<file path="src/rtl/wsu_pkg.sv">
// ----------------------------------------------------------------------------
// WebSocket frame unmasker package
// Shared types, status codes, opcodes and header constants.
// ----------------------------------------------------------------------------
package wsu_pkg;

   localparam int OUT_LEN_W = 63;

   // header length field codes
   localparam logic [6:0] LEN7_MAX   = 7'd125;
   localparam logic [6:0] LEN16_CODE = 7'd126;

   // opcodes that the block knows
   localparam logic [3:0] OP_TEXT   = 4'h1;
   localparam logic [3:0] OP_BINARY = 4'h2;
   localparam logic [3:0] OP_CLOSE  = 4'h8;

   // header byte counts
   localparam logic [3:0] EXT16_BYTES = 4'd2;
   localparam logic [3:0] EXT64_BYTES = 4'd8;
   localparam logic [3:0] KEY_BYTES   = 4'd4;

   typedef enum logic [2:0] {
      ST_PAYLOAD = 3'd0,
      ST_EMPTY   = 3'd1,
      ST_CLOSE   = 3'd2,
      ST_REJECT  = 3'd3,
      ST_TRUNC   = 3'd4
   } status_type;

   typedef enum logic [2:0] {
      PH_HDR0 = 3'd0,
      PH_HDR1 = 3'd1,
      PH_EXT  = 3'd2,
      PH_KEY  = 3'd3,
      PH_PAY  = 3'd4,
      PH_SKIP = 3'd5
   } phase_type;

   typedef struct packed {
      logic [7:0]           out_byte;
      status_type           out_status;
      logic                 out_end;
      logic [3:0]           out_opcode;
      logic                 out_fin;
      logic                 out_masked;
      logic [OUT_LEN_W-1:0] out_length;
   } result_type;

endpackage

</file>
<file path="src/rtl/wsu_channels.sv">
// ----------------------------------------------------------------------------
// WebSocket frame unmasker channels
// Valid/ready channels for raw input bytes and for result beats.
// ----------------------------------------------------------------------------
interface wsu_req_if;
   logic       valid;
   logic       ready;
   logic [7:0] in_byte;
   logic       in_last;

   modport source (output valid, output in_byte, output in_last, input ready);
   modport sink   (input valid, input in_byte, input in_last, output ready);
endinterface

interface wsu_rsp_if;
   logic                          valid;
   logic                          ready;
   logic [7:0]                    out_byte;
   wsu_pkg::status_type           out_status;
   logic                          out_end;
   logic [3:0]                    out_opcode;
   logic                          out_fin;
   logic                          out_masked;
   logic [wsu_pkg::OUT_LEN_W-1:0] out_length;

   modport source (output valid, output out_byte, output out_status, output out_end,
                   output out_opcode, output out_fin, output out_masked,
                   output out_length, input ready);
   modport sink   (input valid, input out_byte, input out_status, input out_end,
                   input out_opcode, input out_fin, input out_masked,
                   input out_length, output ready);
endinterface

</file>
<file path="src/rtl/websocket_frame_unmasker_core.sv">
// ----------------------------------------------------------------------------
// WebSocket frame unmasker core
// Parses one frame per received buffer and emits unmasked payload bytes.
// ----------------------------------------------------------------------------
// Usage:
//   req_bus carries the received buffer one byte per beat; in_last marks the
//   final byte and always returns the parser to the first header byte.
//   rsp_bus carries zero or one result beat per input beat: a payload byte
//   XORed with the mask key, or a status (empty frame, close, rejected
//   opcode, truncated) together with the frame's header fields.
//   A result is registered and appears on rsp_bus in the cycle after its input beat is accepted.
//   Throughput: one input beat per cycle while req_bus is ready; the header state and the payload
//   counter update once per accepted byte.
//   A result register parts the two sides; req_bus stays ready while that
//   register is empty or being drained, so a stalled receiver holds off the
//   sender only once a result is waiting.
//   Reset clears the result register and puts the parser at the first
//   header byte of a new buffer.
//   LENGTH_BITS sets how many low bits of the decoded length are kept, at most 63.
// ----------------------------------------------------------------------------
module websocket_frame_unmasker_core #(
   parameter int LENGTH_BITS = 64
) (
   input logic         clock,
   input logic         reset,
   wsu_req_if.sink     req_bus,
   wsu_rsp_if.source   rsp_bus
);

   logic                rsp_valid_ff;
   wsu_pkg::result_type rsp_data_ff;
   logic                accept;
   logic                res_valid;
   wsu_pkg::result_type res;
   logic                load_ok;

   assign load_ok       = !rsp_valid_ff || rsp_bus.ready;
   assign req_bus.ready = load_ok;
   assign accept        = req_bus.valid && load_ok;

   wsu_parser #(
      .LENGTH_BITS (LENGTH_BITS)
   ) u_parser (
      .clock     (clock),
      .reset     (reset),
      .accept    (accept),
      .in_byte   (req_bus.in_byte),
      .in_last   (req_bus.in_last),
      .res_valid (res_valid),
      .res       (res)
   );

   // advance the result register whenever it is empty or its beat is taken
   always_ff @(posedge clock) begin
      if (reset) begin
         rsp_valid_ff <= 1'b0;
      end else if (load_ok) begin
         rsp_valid_ff <= accept && res_valid;
      end
   end

   always_ff @(posedge clock) begin
      if (accept && res_valid) begin
         rsp_data_ff <= res;
      end
   end

   assign rsp_bus.valid      = rsp_valid_ff;
   assign rsp_bus.out_byte   = rsp_data_ff.out_byte;
   assign rsp_bus.out_status = rsp_data_ff.out_status;
   assign rsp_bus.out_end    = rsp_data_ff.out_end;
   assign rsp_bus.out_opcode = rsp_data_ff.out_opcode;
   assign rsp_bus.out_fin    = rsp_data_ff.out_fin;
   assign rsp_bus.out_masked = rsp_data_ff.out_masked;
   assign rsp_bus.out_length = rsp_data_ff.out_length;

endmodule

</file>
<file path="src/rtl/wsu_parser.sv">
// ----------------------------------------------------------------------------
// WebSocket frame parser
// Holds the header state and computes, per accepted byte, the next state
// and at most one result beat.
// ----------------------------------------------------------------------------
module wsu_parser #(
   parameter int LENGTH_BITS = 64
) (
   input  logic                clock,
   input  logic                reset,
   input  logic                accept,
   input  logic [7:0]          in_byte,
   input  logic                in_last,
   output logic                res_valid,
   output wsu_pkg::result_type res
);

   localparam int LenW    = (LENGTH_BITS >= 63) ? 63 : LENGTH_BITS;
   localparam int OutLenW = wsu_pkg::OUT_LEN_W;

   wsu_pkg::phase_type phase_ff, phase_in, phase_step;
   logic [3:0]         hdr_idx_ff, hdr_idx_in, hdr_dec;
   logic [3:0]         opcode_ff, opcode_in;
   logic               fin_ff, fin_in;
   logic               masked_ff, masked_in;
   logic [LenW-1:0]    length_ff, length_in;
   logic [31:0]        key_ff, key_in;
   logic [LenW-1:0]    count_ff, count_in, count_inc;
   logic [7:0]         key_byte;
   logic               mid_frame;

   assign hdr_dec   = hdr_idx_ff - 4'd1;
   assign count_inc = count_ff + LenW'(1);

   // next state
   always_comb begin
      phase_step = phase_ff;
      hdr_idx_in = hdr_idx_ff;
      opcode_in  = opcode_ff;
      fin_in     = fin_ff;
      masked_in  = masked_ff;
      length_in  = length_ff;
      key_in     = key_ff;
      count_in   = count_ff;
      unique case (phase_ff)
         wsu_pkg::PH_HDR0: begin
            fin_in     = in_byte[7];
            opcode_in  = in_byte[3:0];
            masked_in  = 1'b0;
            length_in  = '0;
            key_in     = '0;
            count_in   = '0;
            hdr_idx_in = '0;
            if (in_byte[3:0] == wsu_pkg::OP_TEXT || in_byte[3:0] == wsu_pkg::OP_BINARY) begin
               phase_step = wsu_pkg::PH_HDR1;
            end else begin
               phase_step = wsu_pkg::PH_SKIP;
            end
         end
         wsu_pkg::PH_HDR1: begin
            masked_in = in_byte[7];
            if (in_byte[6:0] <= wsu_pkg::LEN7_MAX) begin
               length_in  = LenW'(in_byte[6:0]);
               hdr_idx_in = wsu_pkg::KEY_BYTES;
               phase_step = wsu_pkg::PH_KEY;
            end else if (in_byte[6:0] == wsu_pkg::LEN16_CODE) begin
               hdr_idx_in = wsu_pkg::EXT16_BYTES;
               phase_step = wsu_pkg::PH_EXT;
            end else begin
               hdr_idx_in = wsu_pkg::EXT64_BYTES;
               phase_step = wsu_pkg::PH_EXT;
            end
         end
         wsu_pkg::PH_EXT: begin
            // keep only the low bits of a long length
            length_in = {length_ff[LenW-9:0], in_byte};
            if (hdr_dec == 4'd0) begin
               hdr_idx_in = wsu_pkg::KEY_BYTES;
               phase_step = wsu_pkg::PH_KEY;
            end else begin
               hdr_idx_in = hdr_dec;
            end
         end
         wsu_pkg::PH_KEY: begin
            key_in     = {key_ff[23:0], in_byte};
            hdr_idx_in = hdr_dec;
            if (hdr_dec == 4'd0) begin
               phase_step = (length_ff == '0) ? wsu_pkg::PH_SKIP : wsu_pkg::PH_PAY;
            end
         end
         wsu_pkg::PH_PAY: begin
            count_in = count_inc;
            if (count_inc == length_ff) begin
               phase_step = wsu_pkg::PH_SKIP;
            end
         end
         default: begin
            phase_step = wsu_pkg::PH_SKIP;
         end
      endcase

      phase_in = phase_step;
      if (in_last) begin
         phase_in   = wsu_pkg::PH_HDR0;
         hdr_idx_in = '0;
      end
   end

   assign mid_frame = (phase_step == wsu_pkg::PH_HDR1) || (phase_step == wsu_pkg::PH_EXT) ||
                      (phase_step == wsu_pkg::PH_KEY)  || (phase_step == wsu_pkg::PH_PAY);

   always_comb begin
      unique case (count_ff[1:0])
         2'd0:    key_byte = key_ff[31:24];
         2'd1:    key_byte = key_ff[23:16];
         2'd2:    key_byte = key_ff[15:8];
         default: key_byte = key_ff[7:0];
      endcase
   end

   // result beat
   always_comb begin
      res_valid      = 1'b0;
      res.out_byte   = '0;
      res.out_status = wsu_pkg::ST_PAYLOAD;
      res.out_end    = 1'b0;
      res.out_opcode = opcode_in;
      res.out_fin    = fin_in;
      res.out_masked = masked_in;
      res.out_length = OutLenW'(length_in);
      unique case (phase_ff)
         wsu_pkg::PH_HDR0: begin
            if (phase_step == wsu_pkg::PH_SKIP) begin
               res_valid      = 1'b1;
               res.out_end    = 1'b1;
               res.out_status = (in_byte[3:0] == wsu_pkg::OP_CLOSE) ?
                                wsu_pkg::ST_CLOSE : wsu_pkg::ST_REJECT;
            end
         end
         wsu_pkg::PH_KEY: begin
            if (phase_step == wsu_pkg::PH_SKIP) begin
               res_valid      = 1'b1;
               res.out_end    = 1'b1;
               res.out_status = wsu_pkg::ST_EMPTY;
            end
         end
         wsu_pkg::PH_PAY: begin
            res_valid    = 1'b1;
            res.out_byte = in_byte ^ key_byte;
            res.out_end  = (phase_step == wsu_pkg::PH_SKIP);
         end
         default: begin
            res_valid = 1'b0;
         end
      endcase
      // buffer ended inside a frame: drop any payload byte, report truncation
      if (in_last && mid_frame) begin
         res_valid      = 1'b1;
         res.out_byte   = '0;
         res.out_status = wsu_pkg::ST_TRUNC;
         res.out_end    = 1'b1;
      end
      if (!accept) begin
         res_valid = 1'b0;
      end
   end

   always_ff @(posedge clock) begin
      if (reset) begin
         phase_ff   <= wsu_pkg::PH_HDR0;
         hdr_idx_ff <= '0;
      end else if (accept) begin
         phase_ff   <= phase_in;
         hdr_idx_ff <= hdr_idx_in;
      end
   end

   always_ff @(posedge clock) begin
      if (accept) begin
         opcode_ff <= opcode_in;
         fin_ff    <= fin_in;
         masked_ff <= masked_in;
         length_ff <= length_in;
         key_ff    <= key_in;
         count_ff  <= count_in;
      end
   end

endmodule

</file>
<file path="src/flat_wrapper.sv">
// flat-port wrapper written by rule: the top's interface ports become plain ports
module websocket_frame_unmasker_core_flat 
#(
   parameter int LENGTH_BITS = 64
)
  (clock, reset, req_bus_valid, req_bus_in_byte, req_bus_in_last, req_bus_ready, rsp_bus_valid, rsp_bus_out_byte, rsp_bus_out_status, rsp_bus_out_end, rsp_bus_out_opcode, rsp_bus_out_fin, rsp_bus_out_masked, rsp_bus_out_length, rsp_bus_ready);
  wsu_req_if req_bus_i ();
  wsu_rsp_if rsp_bus_i ();
  input logic clock;
  input logic reset;
  input wire logic [$bits(req_bus_i.valid)-1:0] req_bus_valid;
  input wire logic [$bits(req_bus_i.in_byte)-1:0] req_bus_in_byte;
  input wire logic [$bits(req_bus_i.in_last)-1:0] req_bus_in_last;
  output wire logic [$bits(req_bus_i.ready)-1:0] req_bus_ready;
  output wire logic [$bits(rsp_bus_i.valid)-1:0] rsp_bus_valid;
  output wire logic [$bits(rsp_bus_i.out_byte)-1:0] rsp_bus_out_byte;
  output wire logic [$bits(rsp_bus_i.out_status)-1:0] rsp_bus_out_status;
  output wire logic [$bits(rsp_bus_i.out_end)-1:0] rsp_bus_out_end;
  output wire logic [$bits(rsp_bus_i.out_opcode)-1:0] rsp_bus_out_opcode;
  output wire logic [$bits(rsp_bus_i.out_fin)-1:0] rsp_bus_out_fin;
  output wire logic [$bits(rsp_bus_i.out_masked)-1:0] rsp_bus_out_masked;
  output wire logic [$bits(rsp_bus_i.out_length)-1:0] rsp_bus_out_length;
  input wire logic [$bits(rsp_bus_i.ready)-1:0] rsp_bus_ready;
  assign req_bus_i.valid = req_bus_valid;
  assign req_bus_i.in_byte = req_bus_in_byte;
  assign req_bus_i.in_last = req_bus_in_last;
  assign req_bus_ready = req_bus_i.ready;
  assign rsp_bus_valid = rsp_bus_i.valid;
  assign rsp_bus_out_byte = rsp_bus_i.out_byte;
  assign rsp_bus_out_status = rsp_bus_i.out_status;
  assign rsp_bus_out_end = rsp_bus_i.out_end;
  assign rsp_bus_out_opcode = rsp_bus_i.out_opcode;
  assign rsp_bus_out_fin = rsp_bus_i.out_fin;
  assign rsp_bus_out_masked = rsp_bus_i.out_masked;
  assign rsp_bus_out_length = rsp_bus_i.out_length;
  assign rsp_bus_i.ready = rsp_bus_ready;
  websocket_frame_unmasker_core #(.LENGTH_BITS(LENGTH_BITS)) u_core (.clock(clock), .reset(reset), .req_bus(req_bus_i), .rsp_bus(rsp_bus_i));
endmodule
</file>
<file path="config.mk">
export PLATFORM = sky130hd
export DESIGN_NAME = websocket_frame_unmasker_core_flat
export DESIGN_NICKNAME = d
export VERILOG_FILES = /design/src/rtl/wsu_pkg.sv /design/src/rtl/wsu_channels.sv /design/src/rtl/websocket_frame_unmasker_core.sv /design/src/rtl/wsu_parser.sv /design/src/flat_wrapper.sv
export SDC_FILE = /design/constraint.sdc
export NUM_CORES = 1
export LEC_CHECK = 0
export BUFFER_PORTS_ARGS = -buffer_cell sky130_fd_sc_hd__buf_2
export CORE_MARGIN = 2
export CORE_UTILIZATION = 48
export CTS_CLUSTER_DIAMETER = 60
export CTS_CLUSTER_SIZE = 8
export DETAILED_ROUTE_END_ITERATION = 12
export PLACE_DENSITY = 0.66
export SLEW_MARGIN = 20
export SYNTH_ARGS = -nofsm -noshare
export SYNTH_HDL_FRONTEND = slang
export SYNTH_HIERARCHICAL = 1
export SYNTH_SLANG_ARGS = --single-unit
</file>
<file path="constraint.sdc">
create_clock -name clock -period 7.2 [get_ports clock]
set_clock_uncertainty 0.1 [all_clocks]
set_input_delay 0.72 -clock clock [delete_from_list [all_inputs] [get_ports clock]]
set_output_delay 0.72 -clock clock [all_outputs]
set_load 0.1 [all_outputs]
</file>
==> results_tabular.tex, run 1 <==
\begin{tabular}{lr}
\hline
Metric & Value \\
\hline
\multicolumn{2}{l}{\textbf{Run status}} \\
\quad Result of the run & finished clean \\
\multicolumn{2}{l}{\textbf{Floorplan}} \\
\quad Die W & 171 um \\
\quad Core area & 27600 sq um \\
\quad Count of boundary I/O pins & 96 \\
\quad Number of placement rows & 61 \\
\quad Initial standard-cell utilization of the core & 48.4\% \\
\quad Die Ht & 171 um \\
\quad Area of the die & 29200 sq um \\
\multicolumn{2}{l}{\textbf{Power and ir drop}} \\
\quad Static Leakage & 5.07 nW \\
\quad Internal Dissipation & 0.00299 W \\
\quad Maximum VDD drop & 0.000226 V \\
\quad Switching part of the total power & 29.3\% \\
\quad Register share of total power & 44.6\% \\
\quad Relative contribution of the clock network to total power & 41.7\% \\
\quad Cell area power density & 277 nW/um\^{}2 \\
\quad Combinational fraction of design power & 13.7\% \\
\quad Switching power & 0.00124 W \\
\quad Design Power & 0.00423 W \\
\multicolumn{2}{l}{\textbf{Synthesis}} \\
\quad Synth Area in Compound Gates & 12.5\% \\
\quad Top cells by area, synth & edfxtp\_1 (55\%), xnor2\_1 (4.3\%), a22o\_1 (3.9\%), nor2\_1 (3.0\%), xor2\_1 (2.6\%) \\
\quad Warnings, synthesis & 6 \\
\quad Most frequently used flop master after synthesis & edfxtp\_1 \\
\quad Area of the mapped netlist & 13300 sq um \\
\quad EDFF count, synth & 245 \\
\quad Synth area leader & edfxtp\_1 \\
\quad Net count of the mapped netlist & 1163 \\
\quad Synthesized-area fraction occupied by xor and xnor cells & 7.52\% \\
\quad Share of Yosys cell area claimed by the top area cell type & 55.1\% \\
\quad Synth Register Bits & 253 \\
\quad Share of synthesized area spent on multiplexers & 0.572\% \\
\quad Adder-cell share of the synthesized area & 0.656\% \\
\quad Number of cells produced by synthesis & 1143 \\
\quad Simple-gate portion of the synthesized area & 19.4\% \\
\quad Seq/Total Area, Yosys & 56.3\% \\
\quad Dominant combinational cell family by area after synthesis & simple AND/OR/NAND/NOR gates \\
\quad Synth cell types & 90 \\
\quad Ys async rst share & 0\% \\
\quad Average cell area after synthesis & 11.7 sq um \\
\multicolumn{2}{l}{\textbf{Layout}} \\
\quad Highest-count cells in the layout ignoring fill and taps & edfxtp\_1 (245), nor2\_1 (105), buf\_2 (95), nand2\_1 (73), xnor2\_1 (65) \\
\quad Post-Layout Inst Area & 15300 sq um \\
\quad Most common cell after layout, fill and taps aside & edfxtp\_1 \\
\quad Nets & 1239 \\
\quad Area Growth Syn to Fin & 14.4\% \\
\quad Fraction of layout instances using a drive strength above 1 & 16.5\% \\
\multicolumn{2}{l}{\textbf{Global route}} \\
\quad Initial antenna violation count & 0 \\
\quad Largest net degree at the start of global routing & 72 \\
\quad GRT Total Usage & 28.7\% \\
\quad First-pass GRT wire length & 62200 um \\
\quad Via count of the first global-routing pass & 9702 \\
\quad Overflow left after global routing & 0 \\
\multicolumn{2}{l}{\textbf{Clock tree}} \\
\quad Number of buffers added by the clock tree synthesis step & 40 \\
\quad Post-CTS setup buffer count & 0 \\
\quad Number of buffers between clock root and the deepest sink & 3 \\
\quad Number of levels the H-tree was split into & 2 \\
\quad Clock network latency to the later pin of the worst-skew pair & 530 ps \\
\quad Post-CTS clock slew at the launch and capture registers of the worst setup and hold paths & 50 ps \\
\quad Number of sinks on the clock net & 253 \\
\quad Hold buffer count at cts & 0 \\
\quad Cell chosen for the clock root & clkbuf\_16 \\
\quad Clock tree from TritonCTS & yes \\
\quad Post-CTS Resized & 0 \\
\multicolumn{2}{l}{\textbf{Placement}} \\
\quad Quantity of I/O buffers inserted on ports & 95 \\
\quad Placer's final routability congestion estimate & 0.966 \\
\quad Dpl cell area & 14100 sq um \\
\quad DP Worst Slack & 2170 ps \\
\quad Half-perimeter wire length after placement & 29400 um \\
\multicolumn{2}{l}{\textbf{STA}} \\
\quad Slew at the pin with the worst max-slew slack & 1100 ps \\
\quad Final worst path period need & 5270 ps \\
\quad Final setup violating endpoints & 0 \\
\quad RSZ-0062 raised after global routing & false \\
\quad Post-layout worst setup margin & 1930 ps \\
\quad Period utilization & 73.2\% \\
\quad Setup TNS & 0 ps \\
\quad Worst-case headroom to the max-slew limit & 26.3\% \\
\quad Upper clock frequency limit & 190 MHz \\
\quad Hold slack final & 394 ps \\
\quad Max Transition Viols Final & 0 \\
\quad Hold Violations, Final & 0 \\
\multicolumn{2}{l}{\textbf{Routing}} \\
\quad Initial DRC count & 1540 \\
\quad Length of the first detailed-routing pass in iterations & 6 \\
\quad Detail Route Antenna Nets & 0 \\
\quad Vias per inst & 6.30 \\
\quad Count of unresolved DRC violations after routing & 0 \\
\quad Routed wirelength normalized by instance count & 25.7 um \\
\quad Vias & 10182 \\
\quad Detailed-route wire length & 41500 um \\
\multicolumn{2}{l}{\textbf{Setup path}} \\
\quad Critical Path Sink Type & flip-flop \\
\quad Worst Path Arrival & 5450 ps \\
\quad Critical path type & flip-flop to flip-flop \\
\quad Worst EP required & 7370 ps \\
\quad Buffers plus inverters on the worst setup path & 0 \\
\quad Max incr delay on CP & 980 ps \\
\quad Worst path top cell family by delay & simple AND/OR/NAND/NOR gates \\
\quad Cell-by-cell listing of the critical path & nand3\_2 -> nor4\_4 -> nand4\_1 -> o211ai\_1 -> o211ai\_1 -> nor4\_1 -> nor4b\_2 -> nand4\_1 -> a22o\_1 \\
\quad Max Fanout on Critical Path & 17 \\
\quad Critical-path cell with the highest stage delay & nor4\_4 \\
\quad Worst setup SP type & flip-flop \\
\multicolumn{2}{l}{\textbf{Job}} \\
\quad Max-cap violation count & 0 \\
\multicolumn{2}{l}{\textbf{Worst hold path}} \\
\quad Worst min-delay path category & input pin to flip-flop \\
\hline
\end{tabular}
power by group through the flow:
stage / sequential, W / combinational, W / clock, W
6_report: 0.00189 / 0.000579 / 0.00177
5_1_grt: 0.00190 / 0.000609 / 0.00185
2_1_floorplan: 0.00205 / 0.000271 / 0
3_3_place_gp: 0.00191 / 0.000574 / 0
4_1_cts: 0.00188 / 0.000576 / 0.00179
3_5_place_dp: 0.00191 / 0.000573 / 0
stage by stage:
stage          utilization (%)  std cells
3_5_place_dp              51.0       1555
4_1_cts                   55.4       1614
5_1_grt                   55.4       1614
6_report                  55.4       1615
2_1_floorplan                -       1143
3_3_place_gp              51.0       1555
final cells by class:
class	count	area [sq um]
Antenna cell	1	2.50
Clock buffer	50	1060
Clock inverter	9	135
Fill cell	2310	12300
Inverter	23	86.3
Multi-Input combinational cell	798	5450
Sequential cell	253	7520
Tap cell	378	473
Timing Repair Buffer	103	536
synth_stat cells (7+ instances only):
library cell and n:
inv_1 22, and4_1 10, o21ai_0 31, clkbuf_1 40
and2_1 39, and3_1 13, nor2_1 106, edfxtp_1 245
nand3_1 35, a211oi_2 9, nand2_1 75, or4_1 7
a22oi_1 8, xor2_1 40, o211ai_1 17, dfxtp_1 8
buf_2 20, nor3_1 23, xnor2_1 65, nand2b_1 12
a222oi_1 9, nor4_1 42, nand4_1 45, ha_1 7
a21oi_1 14, nor2b_1 9, a22o_1 59
kinds of logic after synthesis:
family / after synthesis
compound gates: 211
simple gates: 464
mux: 7
xor+xnor: 109
buf+inv: 92
flops: 253
fa+ha+maj: 7
worst register-to-register path, cell delays in order, from the launching register on:
cell      delay, ps
edfxtp_1        510
nand3_2         210
nor4_4          980
nand4_1         740
o211ai_1        390
o211ai_1        120
nor4_1          410
nor4b_2         270
nand4_1         790
a22o_1          500
state kept, by name, indices dropped and copies added, names as in the netlist:
signal / cells
u_core/rsp_bus.out_length: 63
u_core/u_parser/count_ff: 63
u_core/u_parser/length_ff: 63
u_core/u_parser/key_ff: 32
u_core/rsp_bus.out_byte: 8
u_core/rsp_bus.out_opcode: 4
u_core/u_parser/hdr_idx_ff: 4
u_core/u_parser/opcode_ff: 4
u_core/rsp_bus.out_status: 3
u_core/u_parser/phase_ff: 3
u_core/rsp_bus.out_end: 1
u_core/rsp_bus.out_fin: 1
u_core/rsp_bus.out_masked: 1
u_core/rsp_bus.valid: 1
u_core/u_parser/fin_ff: 1
u_core/u_parser/masked_ff: 1
final timing paths:
path / from / to / slack, ps / cells past startpoint
min: reset / u_core/rsp_bus.valid / 390 / 2
max: u_core/u_parser/count_ff[15] / u_core/rsp_bus.out_status[2] / 1930 / 9
max reg2reg: u_core/u_parser/count_ff[15] / u_core/rsp_bus.out_status[2] / 1930 / 9
min reg2reg: u_core/rsp_bus.valid / u_core/rsp_bus.valid / 420 / 2
routing by layer:
metal | global-route usage (%) | vias up | wire, um
met4 | 7.92 | 0 | 1150
met5 | 0 | - | 0
met2 | 40.7 | 569 | 17300
li1 | - | 4571 | -
met1 | 44.5 | 4954 | 19000
met3 | 5.71 | 88 | 3980
No activity file was read; power rests on OpenSTA's default activity.
==> inputs of run 2 (changes only) <==
--- a/config.mk
+++ b/config.mk
@@ -5,6 +5,7 @@
 export SDC_FILE = /design/constraint.sdc
 export NUM_CORES = 1
 export LEC_CHECK = 0
+export ABC_AREA = 1
 export BUFFER_PORTS_ARGS = -buffer_cell sky130_fd_sc_hd__buf_2
 export CORE_MARGIN = 2
 export CORE_UTILIZATION = 48
==> constraint.sdc (replaced) <==
create_clock -name clock -period 5 [get_ports clock]
set_clock_uncertainty 0.1 [all_clocks]
set_input_delay 0.5 -clock clock [delete_from_list [all_inputs] [get_ports clock]]
set_output_delay 0.5 -clock clock [all_outputs]
set_load 0.1 [all_outputs]
==> results_tabular.tex, run 2 <==
\begin{tabular}{lr}
\hline
Metric & Value \\
\hline
\multicolumn{2}{l}{\textbf{Run status}} \\
\quad Result of the run & finished clean \\
\multicolumn{2}{l}{\textbf{Setup path}} \\
\quad Cell repeated most along the worst path & nand2\_1 \\
\quad Setup slack of the worst register-to-register path & 560 ps (-1370 ps) \\
\quad Critical path type & flip-flop to flip-flop \\
\quad Path depth of the worst reg2reg path & 24 (+15) \\
\quad Setup crit start & u\_core/u\_parser/count\_ff[0] \\
\quad End of the worst register-to-register path & u\_core/rsp\_bus.out\_length[61] \\
\quad Critical Path Sink Type & flip-flop \\
\quad Max Fanout on Critical Path & 81 (+64) \\
\quad Critical-path cell with the highest stage delay & edfxtp\_1 \\
\quad Launch instance of the worst register-to-register path & u\_core/u\_parser/count\_ff[0] \\
\quad Worst Path Arrival & 4500 ps (-950 ps) \\
\quad Max incr delay on CP & 520 ps (-460 ps) \\
\quad Worst EP required & 5060 ps (-2310 ps) \\
\quad Cell-by-cell listing of the critical path & ha\_1 -> nand2\_2 -> nor2\_4 -> nand2\_2 -> nor2\_4 -> nand2\_2 -> nand2\_1 -> nand2\_1 -> nand2\_1 -> nand2\_1 -> nor2\_1 -> nand2\_1 -> nor2\_1 -> nand2\_1 -> nor2\_1 -> nand3\_1 -> nand2\_2 -> nand3\_1 -> nand2\_1 -> nor2\_1 -> nor2\_1 -> inv\_1 -> nor3\_4 -> buf\_12 \\
\quad Worst path top cell family by delay & simple AND/OR/NAND/NOR gates \\
\quad Worst setup SP type & flip-flop \\
\quad Buffers plus inverters on the worst setup path & 2 (+2) \\
\multicolumn{2}{l}{\textbf{Clock tree}} \\
\quad Hold buffer count at cts & 0 (unchanged) \\
\quad Number of buffers added by the clock tree synthesis step & 40 (unchanged) \\
\quad Clock network latency to the later pin of the worst-skew pair & 530 ps (about the same) \\
\quad Clock tree from TritonCTS & yes \\
\quad Post-CTS Resized & 0 (unchanged) \\
\quad Cell chosen for the clock root & clkbuf\_16 \\
\quad Number of buffers between clock root and the deepest sink & 3 (unchanged) \\
\quad Post-CTS clock slew at the launch and capture registers of the worst setup and hold paths & 50 ps (about the same) \\
\quad Post-CTS setup buffer count & 0 (unchanged) \\
\quad Number of sinks on the clock net & 253 (unchanged) \\
\quad Number of levels the H-tree was split into & 2 (unchanged) \\
\multicolumn{2}{l}{\textbf{Routing}} \\
\quad Vias & 11170 (+9.7\%) \\
\quad Initial DRC count & 1360 (-12\%) \\
\quad Length of the first detailed-routing pass in iterations & 7 (+1) \\
\quad Routed wirelength normalized by instance count & 22.0 um (-14\%) \\
\quad Count of unresolved DRC violations after routing & 0 (unchanged) \\
\quad Detail Route Antenna Nets & 0 (unchanged) \\
\quad Vias per inst & 5.61 (-11\%) \\
\quad Detailed-route wire length & 43700 um (+5.5\%) \\
\multicolumn{2}{l}{\textbf{Global route}} \\
\quad First-pass GRT wire length & 64000 um (+2.9\%) \\
\quad Initial antenna violation count & 0 (unchanged) \\
\quad Via count of the first global-routing pass & 10298 (+6.1\%) \\
\quad Overflow left after global routing & 0 (unchanged) \\
\quad Largest net degree at the start of global routing & 82 (+14\%) \\
\quad GRT Total Usage & 30.4\% (+1.7 points) \\
\multicolumn{2}{l}{\textbf{Worst hold path}} \\
\quad Worst min-delay path category & input pin to flip-flop \\
\quad Hold Startpoint & reset \\
\quad WHS Path Cells & 2 (unchanged) \\
\quad Terminating pin of the worst hold path & u\_core/u\_parser/hdr\_idx\_ff[1] \\
\multicolumn{2}{l}{\textbf{Power and ir drop}} \\
\quad Maximum VDD drop & 0.000302 V (+34\%) \\
\quad Design Power & 0.00615 W (+45\%) \\
\quad Static Leakage & 6.13 nW (+21\%) \\
\quad Cell area power density & 399 nW/um\^{}2 (+44\%) \\
\multicolumn{2}{l}{\textbf{Layout}} \\
\quad Nets & 1624 (+31\%) \\
\quad Final Core Density & 56.8\% (+1.4 points) \\
\quad Fraction of layout instances using a drive strength above 1 & 12.5\% (-4.0 points) \\
\quad Highest-count cells in the layout ignoring fill and taps & nand2\_1 (391), nor2\_1 (251), edfxtp\_1 (245), inv\_1 (186), buf\_2 (95) \\
\quad Most common cell after layout, fill and taps aside & nand2\_1 \\
\quad Diodes inserted & 0 (-1) \\
\quad Area Growth Syn to Fin & 15.6\% \\
\multicolumn{2}{l}{\textbf{Synthesis}} \\
\quad Top cells by area, synth & edfxtp\_1 (55\%), nand2\_1 (11\%), nor2\_1 (7.2\%), inv\_1 (5.3\%), nand3\_1 (3.4\%) \\
\quad List of most frequent post-synthesis cells & nand2\_1 (392), nor2\_1 (254), edfxtp\_1 (245) \\
\quad Most frequently used flop master after synthesis & edfxtp\_1 \\
\quad EDFF count, synth & 245 (unchanged) \\
\quad Synthesized-area fraction occupied by xor and xnor cells & 3.41\% (-4.1 points) \\
\quad Synth cell types & 44 (-51\%) \\
\quad Most common cell in the synthesized netlist & nand2\_1 \\
\quad Warnings, synthesis & 6 (unchanged) \\
\quad Average cell area after synthesis & 8.93 sq um (-24\%) \\
\quad Share of Yosys cell area claimed by the top area cell type & 55.3\% (+0.15 points) \\
\quad Number of cells produced by synthesis & 1491 (+30\%) \\
\quad Simple-gate portion of the synthesized area & 26.1\% (+6.6 points) \\
\quad Ys async rst share & 0\% (unchanged) \\
\quad Synth area leader & edfxtp\_1 \\
\quad Adder-cell share of the synthesized area & 0.658\% (+0.0018 points) \\
\quad Dominant combinational cell family by area after synthesis & simple AND/OR/NAND/NOR gates \\
\quad Share of synthesized area spent on multiplexers & 0\% (-0.57 points) \\
\quad Seq/Total Area, Yosys & 56.5\% (+0.15 points) \\
\quad Net count of the mapped netlist & 1511 (+30\%) \\
\quad Synth Register Bits & 253 (unchanged) \\
\quad Synth Area in Compound Gates & 6.82\% (-5.7 points) \\
\quad Area of the mapped netlist & 13300 sq um (-0.27\%) \\
\multicolumn{2}{l}{\textbf{Job}} \\
\quad Max-cap violation count & 0 (unchanged) \\
\multicolumn{2}{l}{\textbf{STA}} \\
\quad Max Transition Viols Final & 0 (unchanged) \\
\quad Final setup violating endpoints & 0 (unchanged) \\
\quad Slew at the pin with the worst max-slew slack & 1020 ps (-77.0 ps) \\
\quad Worst-case headroom to the max-slew limit & 32.0\% (+5.7 points) \\
\quad RSZ-0062 raised after global routing & false \\
\quad Hold Violations, Final & 0 (unchanged) \\
\quad Setup TNS & 0 ps (unchanged) \\
\quad Period utilization & 88.9\% (+16 points) \\
\quad Upper clock frequency limit & 225 MHz (+19\%) \\
\quad Final worst path period need & 4440 ps (-826 ps) \\
\multicolumn{2}{l}{\textbf{Placement}} \\
\quad Half-perimeter wire length after placement & 32800 um (+12\%) \\
\quad Placer's final routability congestion estimate & 0.985 (+2.0\%) \\
\quad Quantity of I/O buffers inserted on ports & 95 (unchanged) \\
\multicolumn{2}{l}{\textbf{Floorplan}} \\
\quad Die W & 171 um (-0.13\%) \\
\quad Count of boundary I/O pins & 96 (unchanged) \\
\quad Number of placement rows & 60 (-1.6\%) \\
\quad Area of the die & 29100 sq um (-0.27\%) \\
\quad Core area & 27100 sq um (-1.6\%) \\
\quad Initial standard-cell utilization of the core & 49.1\% (+0.67 points) \\
\quad Die Ht & 171 um (-0.13\%) \\
\hline
\end{tabular}
[run 2: metal layers]
layer	GRT usage (%)	part of all wire, %
met5	0	0
met4	7.77	2.3
met1	47.7	45
met3	7.66	12
met2	41.6	41
[run 2: power breakdown]
part | switching (W) | total, W | internal, W
sequential | 0.000148 | 0.00269 | 0.00255
clock | 0.000939 | 0.00244 | 0.00150
combinational | 0.000800 | 0.00101 | 0.000209
[run 2: worst max path at each step]
stage | end | slack [ps] | cells after the start
2_1_floorplan | u_core/rsp_bus.out_byte[0] | 110 | 21
3_3_place_gp | u_core/rsp_bus.out_length[61] | 640 | 24
3_5_place_dp | u_core/rsp_bus.out_length[61] | 610 | 24
4_1_cts | u_core/rsp_bus.out_length[61] | 570 | 24
5_1_grt | u_core/rsp_bus.out_length[27] | 310 | 24
6_report | u_core/rsp_bus.out_length[61] | 560 | 24
[run 2: worst register-to-register path, stage by stage (launching register included)]
cell,delay (ps)
edfxtp_1,520
ha_1,280
nand2_2,80
nor2_4,210
nand2_2,110
nor2_4,310
nand2_2,160
nand2_1,110
nand2_1,70
nand2_1,60
nand2_1,50
nor2_1,90
nand2_1,80
nor2_1,140
nand2_1,70
nor2_1,210
nand3_1,230
nand2_2,170
nand3_1,100
nand2_1,90
nor2_1,50
nor2_1,90
inv_1,90
nor3_4,150
buf_12,410
[run 2: area by class of cell]
cell class / count / area (sq um)
fillers: 2433 / 11700
flip-flops and latches: 253 / 7520
multi-input cells: 1010 / 4970
clock buffers: 49 / 1030
inverters: 195 / 732
repair buffers: 104 / 556
well taps: 372 / 465
clock inverters: 8 / 110
[run 2: kinds of logic (layout without fill, tap and decap cells)]
logic type | count (synthesis) | after routing
fa+ha+maj | 7 | 7
flops | 253 | 253
simple gates | 816 | 816
compound gates | 151 | 151
buf+inv | 228 | 356
xor+xnor | 36 | 36
[run 2: per-stage QoR]
step,instances,hold WS (ps),setup slack (ps),cell area (sq um)
after detailed placement,1934,375,614,14200
after floorplan,1491,351,110,13300
final,1991,142,555,15400
after global placement,1934,371,643,14200
after CTS,1991,125,572,15400
after global routing,1991,158,315,15400
